$ cat config.mk
export PLATFORM = sky130hd
export DESIGN_NAME = bod_ctrl
export DESIGN_NICKNAME = d
export VERILOG_FILES = /design/src/design/bod_pkg.sv /design/src/design/bod_ctrl.sv
export SDC_FILE = /design/constraint.sdc
export NUM_CORES = 1
export LEC_CHECK = 0
export BUFFER_PORTS_ARGS = -buffer_cell sky130_fd_sc_hd__buf_2
export CORE_MARGIN = 3
export CORE_UTILIZATION = 46
export CTS_CLUSTER_DIAMETER = 150
export DETAILED_ROUTE_END_ITERATION = 8
export PLACE_DENSITY = 0.71
export SLEW_MARGIN = 20
export SYNTH_ARGS = -nofsm -noshare
export SYNTH_HDL_FRONTEND = slang
export SYNTH_SLANG_ARGS = --single-unit
$ cat constraint.sdc
create_clock -name clk -period 4.9 [get_ports clk]
set_clock_uncertainty 0.05 [all_clocks]
set_input_delay 0.98 -clock clk [delete_from_list [all_inputs] [get_ports clk]]
set_output_delay 0.98 -clock clk [all_outputs]
set_load 0.02 [all_outputs]
$ cat src/design/bod_pkg.sv
package bod_pkg;

  // register indexes on the configuration port
  localparam logic [2:0] CFG_LOW_CLIP  = 3'd0;
  localparam logic [2:0] CFG_HIGH_CLIP = 3'd1;
  localparam logic [2:0] CFG_DELTA_FLR = 3'd2;
  localparam logic [2:0] CFG_DC_BUCKET = 3'd3;
  localparam logic [2:0] CFG_MIN_OVS   = 3'd4;

  localparam logic [6:0] BLOCK_LEN   = 7'd64;
  localparam logic [6:0] LAST_INDEX  = 7'd63;
  // smoothing window reaches one row (8 samples) ahead of the center
  localparam logic [6:0] WIN_LEAD    = 7'd8;
  localparam logic [6:0] WIN_DELAY   = 7'd9;
  localparam logic [6:0] SMOOTH_END  = 7'd72;

  typedef enum logic [1:0] {
    MARK_NONE   = 2'd0,
    MARK_DARK   = 2'd1,
    MARK_BRIGHT = 2'd2
  } bod_mark_t;

  typedef enum logic [2:0] {
    ST_LOAD,
    ST_MARK,
    ST_DECIDE,
    ST_FILL,
    ST_SMOOTH,
    ST_EMIT_RD,
    ST_EMIT_LD,
    ST_EMIT_WAIT
  } bod_state_t;

  typedef struct packed {
    logic       load;
    logic       mark;
    logic       decide;
    logic       fill;
    logic       smooth;
    logic       emit_rd;
    logic       emit_ld;
    logic       swap;
    logic [6:0] step;
  } bod_cmd_t;

  typedef struct packed {
    logic changed;
    logic out_valid;
  } bod_stat_t;

endpackage

$ cat src/design/bod_ctrl.sv
module bod_ctrl #(
  parameter int SMOOTH_PASSES = 3
) (
  input  logic              clk,
  input  logic              rst,
  input  logic              in_valid,
  input  logic              out_stall,
  input  bod_pkg::bod_stat_t stat,
  output logic              in_stall,
  output bod_pkg::bod_cmd_t cmd
);

  localparam int PW = (SMOOTH_PASSES > 1) ? $clog2(SMOOTH_PASSES) : 1;

  bod_pkg::bod_state_t state, state_next;
  logic [6:0]          cnt, cnt_next;
  logic [PW-1:0]       pass, pass_next;

  always_ff @(posedge clk) begin
    if (rst) begin
      state <= bod_pkg::ST_LOAD;
      cnt   <= '0;
      pass  <= '0;
    end else begin
      state <= state_next;
      cnt   <= cnt_next;
      pass  <= pass_next;
    end
  end

  always_comb begin
    state_next = state;
    cnt_next   = cnt;
    pass_next  = pass;
    in_stall   = 1'b1;
    cmd        = '0;
    cmd.step   = cnt;
    case (state)
      bod_pkg::ST_LOAD: begin
        in_stall = 1'b0;
        if (in_valid) begin
          cmd.load = 1'b1;
          if (cnt == bod_pkg::LAST_INDEX) begin
            state_next = bod_pkg::ST_MARK;
            cnt_next   = '0;
          end else begin
            cnt_next = cnt + 7'd1;
          end
        end
      end
      bod_pkg::ST_MARK: begin
        cmd.mark = 1'b1;
        if (cnt == bod_pkg::BLOCK_LEN) begin
          state_next = bod_pkg::ST_DECIDE;
          cnt_next   = '0;
        end else begin
          cnt_next = cnt + 7'd1;
        end
      end
      bod_pkg::ST_DECIDE: begin
        cmd.decide = 1'b1;
        state_next = bod_pkg::ST_FILL;
      end
      bod_pkg::ST_FILL: begin
        cmd.fill = 1'b1;
        if (cnt == bod_pkg::BLOCK_LEN) begin
          cnt_next   = '0;
          pass_next  = '0;
          state_next = stat.changed ? bod_pkg::ST_SMOOTH : bod_pkg::ST_EMIT_RD;
        end else begin
          cnt_next = cnt + 7'd1;
        end
      end
      bod_pkg::ST_SMOOTH: begin
        cmd.smooth = 1'b1;
        if (cnt == bod_pkg::SMOOTH_END) begin
          cmd.swap = 1'b1;
          cnt_next = '0;
          if (pass == PW'(SMOOTH_PASSES - 1)) begin
            state_next = bod_pkg::ST_EMIT_RD;
          end else begin
            pass_next = pass + PW'(1);
          end
        end else begin
          cnt_next = cnt + 7'd1;
        end
      end
      bod_pkg::ST_EMIT_RD: begin
        cmd.emit_rd = 1'b1;
        state_next  = bod_pkg::ST_EMIT_LD;
      end
      bod_pkg::ST_EMIT_LD: begin
        cmd.emit_ld = 1'b1;
        state_next  = bod_pkg::ST_EMIT_WAIT;
      end
      bod_pkg::ST_EMIT_WAIT: begin
        if (stat.out_valid && !out_stall) begin
          if (cnt == bod_pkg::LAST_INDEX) begin
            state_next = bod_pkg::ST_LOAD;
            cnt_next   = '0;
          end else begin
            state_next = bod_pkg::ST_EMIT_RD;
            cnt_next   = cnt + 7'd1;
          end
        end
      end
      default: begin
        state_next = bod_pkg::ST_LOAD;
        cnt_next   = '0;
      end
    endcase
  end

endmodule

==> results.py, run 1 <==
metrics = {
    "global_route": {
        "grt_overflow": 0,
        "grt_pass1_wl_um": 3250,
        "grt_usage": 0.172,
        "grt_pass1_vias": 722,
        "antenna_found_initial": 0,
        "grt_max_degree": 21,
    },
    "route": {
        "drc": 0,
        "vias": 799,
        "postRouteAntennaNets": 0,
        "wirelength_um": 1830,
        "drt-vias-per-instance": 5.59,
        "wl_per_cell_um": 12.8,
        "first_pass_iters": 4,
        "first_iter_violations": 23,
    },
    "clocking": {
        "cts-htree-levels": 1,
        "clockBufferDepth": 2,
        "cts_root_buf": "clkbuf_4",
        "clock_latency_ns": 0.26,
        "numCtsBuffers": 3,
        "clock_sink_count": 12,
        "postCtsHoldBufs": 0,
        "path_clk_slew_ns": 0.07,
        "cts_setup_buffers": 0,
        "cts_resized": 0,
        "cts_tree": "yes",
    },
    "die": {
        "initial_core_util": 0.523,
        "dieWidth_um": 49.0,
        "num_io_pins": 22,
        "dieHeight_um": 49.0,
        "dieArea_um2": 2400,
        "std_cell_rows": 14,
        "fp.coreArea_um2": 1630,
    },
    "worst_setup_path": {
        "rr_startpoint": "cnt[0]",
        "crit_arrival_ns": 1.64,
        "path_cells": "inv_1 > ha_1 > nor4b_4 > nand2_2 > nor2_1 > buf_2",
        "cp_slowest_cell": "dfxtp_1",
        "cp.depth": 6,
        "cp.required_ns": 3.87,
        "endpoint_kind": "primary output",
        "crit_fanout": 5,
        "path_class": "reg -> out",
        "cp.buffers_inverters": 2,
        "startpoint": "cnt[0]",
        "worstRegToRegCells": 6,
        "worstSetupStartpointType": "flop",
        "path_delay_family": "simple AND/OR/NAND/NOR gates",
        "critical-path-max-stage-delay_ns": 0.35,
    },
    "layout": {
        "drive_above_1_share": 0.294,
        "final_cell_area_um2": 982,
        "fin_nets": 130,
        "finalNonFillerCells": 143,
        "area_growth_pct": 15.3,
        "antenna_cells": 0,
    },
    "logic_synthesis": {
        "synth_cells": 101,
        "ys.flop_type": "dfxtp_1",
        "yosys_warnings": 0,
        "synth_async_sr_flop_share": 0,
        "synth_top_cell_area_share": 0.282,
        "yosys.area.top_type": "dfxtp_1",
        "synth-edff-count": 0,
        "synth.most_common_cell": "dfxtp_1",
        "yosysUniqueCellTypes": 47,
        "synthTopCellsByCount": "dfxtp_1 (12), inv_1 (7), nor2_1 (7)",
        "ys_seq_area_frac": 0.282,
        "synthesis.area_um2": 852,
        "syn_nets": 110,
        "ys_ff_latch": 12,
        "synth_area_leaders": "dfxtp_1 (28%), ha_1 (4.4%), inv_1 (3.1%)",
        "synth.avg_cell_area_um2": 8.44,
    },
    "hold_path": {
        "hold_start": "pass[1]",
        "min_path_cells": 2,
        "hp-class": "reg -> reg",
    },
    "timing": {
        "grt_setup_unrepaired": "false",
        "tns_ns": 0,
        "finalSetupViolCount": 0,
        "period_needed_ns": 2.67,
        "hold_violations": 0,
        "relSlewSlack": 0.622,
        "whs_ns": 0.435,
        "worst_slew_pin_slew_ns": 0.566,
        "finalCritPeriodShare": 0.545,
        "fmax_mhz": 375,
        "finalMaxSlewViolations": 0,
    },
    "placed_design": {
        "place.gp.congestion": 0.745,
        "dp_hpwl_um": 1430,
        "placed_cell_area_um2": 960,
        "post-place-cells": 140,
        "portBuffers": 21,
    },
    "job": {
        "drv_cap": 0,
    },
    "power": {
        "power_density_nw_per_um2": 190,
        "seq_power_share": 0.547,
        "p_comb_frac": 0.142,
        "pwr-share-clk": 0.311,
        "switchingPower_mw": 0.0468,
        "swShare": 0.251,
        "ir_drop_uv": 126,
        "intPower_mw": 0.140,
        "power_leakage_nw": 0.391,
    },
    "status": {
        "status": "completed",
    },
}
-- state kept, by name (all words and copies together) (netlist names) --
signal	count
cnt	7
state	3
pass	2
-- layer usage --
layer,global-route usage,part of all wire,vias to the layer above
met2,0.276,0.47,18
met4,0.0569,0.014,0
met5,0,0,-
met1,0.220,0.48,371
met3,0.0459,0.035,6
li1,-,-,404
-- path summary, 6_finish.rpt --
check / to / slack, ns
worst max-delay path: cmd[7] / 2.23
worst min-delay path: pass[1] / 0.43
worst max register to register: state[1] / 3.00
worst min register to register: pass[1] / 0.43
-- worst reg2reg max path: cells and delay by family, from the launching register on --
kind | cells | cell delay, ns
buffers and inverters | 1 | 0.10
AO/OA/AOI/OAI | 1 | 0.29
adder cells (fa/ha/maj) | 1 | 0.16
flip-flops | 1 | 0.35
AND/OR/NAND/NOR | 2 | 0.47
multiplexers | 1 | 0.37
-- per-stage QoR --
stage / power (mW) / setup WS, ns / util
final: 0.186 / 2.23 / 0.603
after global placement: 0.130 / 2.39 / 0.589
after CTS: 0.190 / 2.21 / 0.603
after detailed placement: 0.131 / 2.37 / 0.589
after global routing: 0.200 / 2.07 / 0.603
after floorplan: 0.123 / 2.42 / -
-- kinds of logic after synthesis --
logic type / count (synthesis) / share of synthesized area
buf+inv: 13 / 0.0631
xor+xnor: 1 / 0.0103
flops: 12 / 0.282
fa+ha+maj: 3 / 0.0441
mux: 3 / 0.0367
simple gates: 45 / 0.339
compound gates: 24 / 0.225
-- power groups by stage --
| stage | logic, mW | registers, mW | clock network [mW] |
|---|---|---|---|
| after global routing | 0.0291 | 0.103 | 0.0678 |
| after global placement | 0.0259 | 0.104 | 0 |
| after floorplan | 0.0166 | 0.106 | 0 |
| final | 0.0265 | 0.102 | 0.0579 |
| after detailed placement | 0.0266 | 0.104 | 0 |
| after CTS | 0.0268 | 0.102 | 0.0610 |
-- layout make-up --
cell class,count,area [µm²]
inverter,7,26.3
tap,24,30.0
sequential,12,240
timing repair buffer,21,105
multi-input combinational,76,558
clock buffer,3,22.5
fill,160,647
-- cell usage in the layout (no fill, tap or decap), types with 2 or more instances in the layout --
cell	count
ha_1	3
nor3_1	3
a21oi_1	5
nand2_1	5
a31oi_1	2
dfxtp_1	12
mux2i_1	2
nor3b_1	2
inv_1	7
o21ai_0	3
buf_2	21
or3_1	3
nand3_1	5
nor2_1	7
nor2b_1	3
clkbuf_4	3
o21a_1	2
and2_1	3
(Power assumes the default switching activity.)
==> inputs of run 2 (changes only) <==
==> constraint.sdc (replaced) <==
create_clock -name clk -period 2.6 [get_ports clk]
set_clock_uncertainty 0.05 [all_clocks]
set_input_delay 0.52 -clock clk [delete_from_list [all_inputs] [get_ports clk]]
set_output_delay 0.52 -clock clk [all_outputs]
set_load 0.02 [all_outputs]
==> run 2 against run 1 <==
  * Register-to-register slack got worse by 2.3 ns
  * Clock power is 95% higher
  * Sequential cell count unchanged
  * Cell count stayed put
  * Die area unchanged
  * Critical path type unchanged
==> results.py, run 2 (synthesis results as in run 1) <==
metrics = {
    "status": {
        "status": "completed",
    },
    "global_route": {
        "grt_max_degree": 21,
        "grt_pass1_wl_um": 3320,
        "grt_overflow": 0,
        "grt_pass1_vias": 760,
        "antenna_found_initial": 0,
        "grt_usage": 0.177,
    },
    "layout": {
        "final_cell_mix": "buf_2 (21), dfxtp_1 (12), inv_1 (7), nor2_1 (7)",
        "nFillCells": 172,
        "antenna_cells": 0,
        "area_growth_pct": 15.3,
        "registers.top_by_ff_count": "cnt",
        "drive_above_1_share": 0.294,
        "fin_nets": 130,
        "register_area_um2": 240,
        "layout_commonest_cell": "buf_2",
        "reg_top3": "cnt x7, state x3, pass x2",
        "largest_reg_flops": 7,
        "final_util": 0.603,
        "multiInputGateArea_um2": 558,
    },
    "die": {
        "std_cell_rows": 14,
        "num_io_pins": 22,
        "dieHeight_um": 49.0,
        "initial_core_util": 0.523,
        "fp.coreArea_um2": 1630,
        "dieArea_um2": 2400,
        "dieWidth_um": 49.0,
    },
    "route": {
        "first_iter_violations": 14,
        "drc": 0,
        "vias": 794,
        "drt-vias-per-instance": 5.55,
        "wl_per_cell_um": 13.0,
        "wirelength_um": 1870,
        "postRouteAntennaNets": 0,
        "first_pass_iters": 3,
    },
    "worst_setup_path": {
        "crit_fanout": 5,
        "rr_startpoint": "state[2]",
        "path_class": "reg -> out",
        "reg2reg_to": "cnt[6]",
        "worstRegToRegCells": 4,
        "r2r_setup_slack_ns": 0.70,
        "crit_arrival_ns": 1.59,
        "endpoint_kind": "primary output",
        "cp.required_ns": 2.03,
        "worstSetupStartpointType": "flop",
    },
    "clocking": {
        "clock_sink_count": 12,
        "cts_resized": 0,
        "cts-htree-levels": 1,
        "clock_latency_ns": 0.27,
        "cts_root_buf": "clkbuf_4",
        "numCtsBuffers": 3,
        "postCtsHoldBufs": 0,
        "cts_tree": "yes",
        "clockBufferDepth": 2,
        "path_clk_slew_ns": 0.08,
        "cts_setup_buffers": 0,
    },
    "power": {
        "intPower_mw": 0.263,
        "switchingPower_mw": 0.0914,
        "power_leakage_nw": 0.391,
        "swShare": 0.258,
        "ir_drop_uv": 256,
        "p_comb_frac": 0.140,
        "power_density_nw_per_um2": 361,
        "pwr-share-clk": 0.319,
        "finalPower_mw": 0.355,
        "seq_power_share": 0.542,
    },
    "timing": {
        "tns_ns": 0,
        "finalSetupViolCount": 0,
        "finalMaxSlewViolations": 0,
        "fmax_mhz": 462,
        "grt_setup_unrepaired": "false",
        "finalCritPeriodShare": 0.832,
        "period_needed_ns": 2.16,
        "worst_slew_pin_slew_ns": 0.570,
        "relSlewSlack": 0.620,
        "hold_violations": 0,
    },
    "hold_path": {
        "hold_start": "pass[1]",
        "hp-class": "reg -> reg",
        "hold_path_end": "pass[1]",
        "min_path_cells": 2,
    },
    "placed_design": {
        "dp_hpwl_um": 1440,
        "portBuffers": 21,
        "place.gp.congestion": 0.747,
    },
    "job": {
        "drv_cap": 0,
    },
}
==> run 2: cell counts in the layout (fill, tap and decap cells not counted) <==
No cell type changed its count.
==> run 2: power by group through the flow <==
stage	sequential [mW]	clock [mW]	combinational [mW]
after global placement	0.196	0	0.0489
after global routing	0.193	0.127	0.0542
after detailed placement	0.196	0	0.0500
after floorplan	0.200	0	0.0313
final	0.192	0.113	0.0495
after CTS	0.192	0.119	0.0502
==> run 2: critical path: stages (launching register included) <==
cell	delay (ns)
dfxtp_1	0.35
inv_1	0.10
ha_1	0.15
nor4b_4	0.31
nand2_2	0.13
nor2_1	0.11
buf_2	0.17
==> run 2: worst max path at each step <==
stage	startpoint	to	cells after the start
after floorplan	cnt[0]	cmd[7]	5
after global placement	cnt[0]	cmd[7]	6
after detailed placement	state[2]	cnt[6]	4
after CTS	cnt[0]	cmd[7]	6
after global routing	cnt[0]	cmd[7]	6
final	cnt[0]	cmd[7]	6
==> run 2: final cells by class <==
cell class | instances | share of cell area
Clock buffer | 3 | 0.0229
Multi-Input combinational cell | 76 | 0.568
Inverter | 7 | 0.0268
Sequential cell | 12 | 0.245
Tap cell | 24 | 0.0306
Timing Repair Buffer | 21 | 0.107
==> run 2: through the flow <==
step	setup WS [ns]	std cells	area, µm²	hold slack, ns
2_1_floorplan	0.710	101	852	0.408
3_5_place_dp	0.725	140	960	0.422
5_1_grt	0.289	143	982	0.466
6_report	0.436	143	982	0.433
3_3_place_gp	0.749	140	960	0.428
4_1_cts	0.421	143	982	0.434
==> run 2: layer usage <==
| layer | vias up | track usage | part of all wire |
|---|---|---|---|
| met5 | - | 0 | 0 |
| met2 | 14 | 0.294 | 0.49 |
| met1 | 372 | 0.210 | 0.46 |
| li1 | 404 | - | - |
| met3 | 4 | 0.0459 | 0.037 |
| met4 | 0 | 0.0853 | 0.013 |
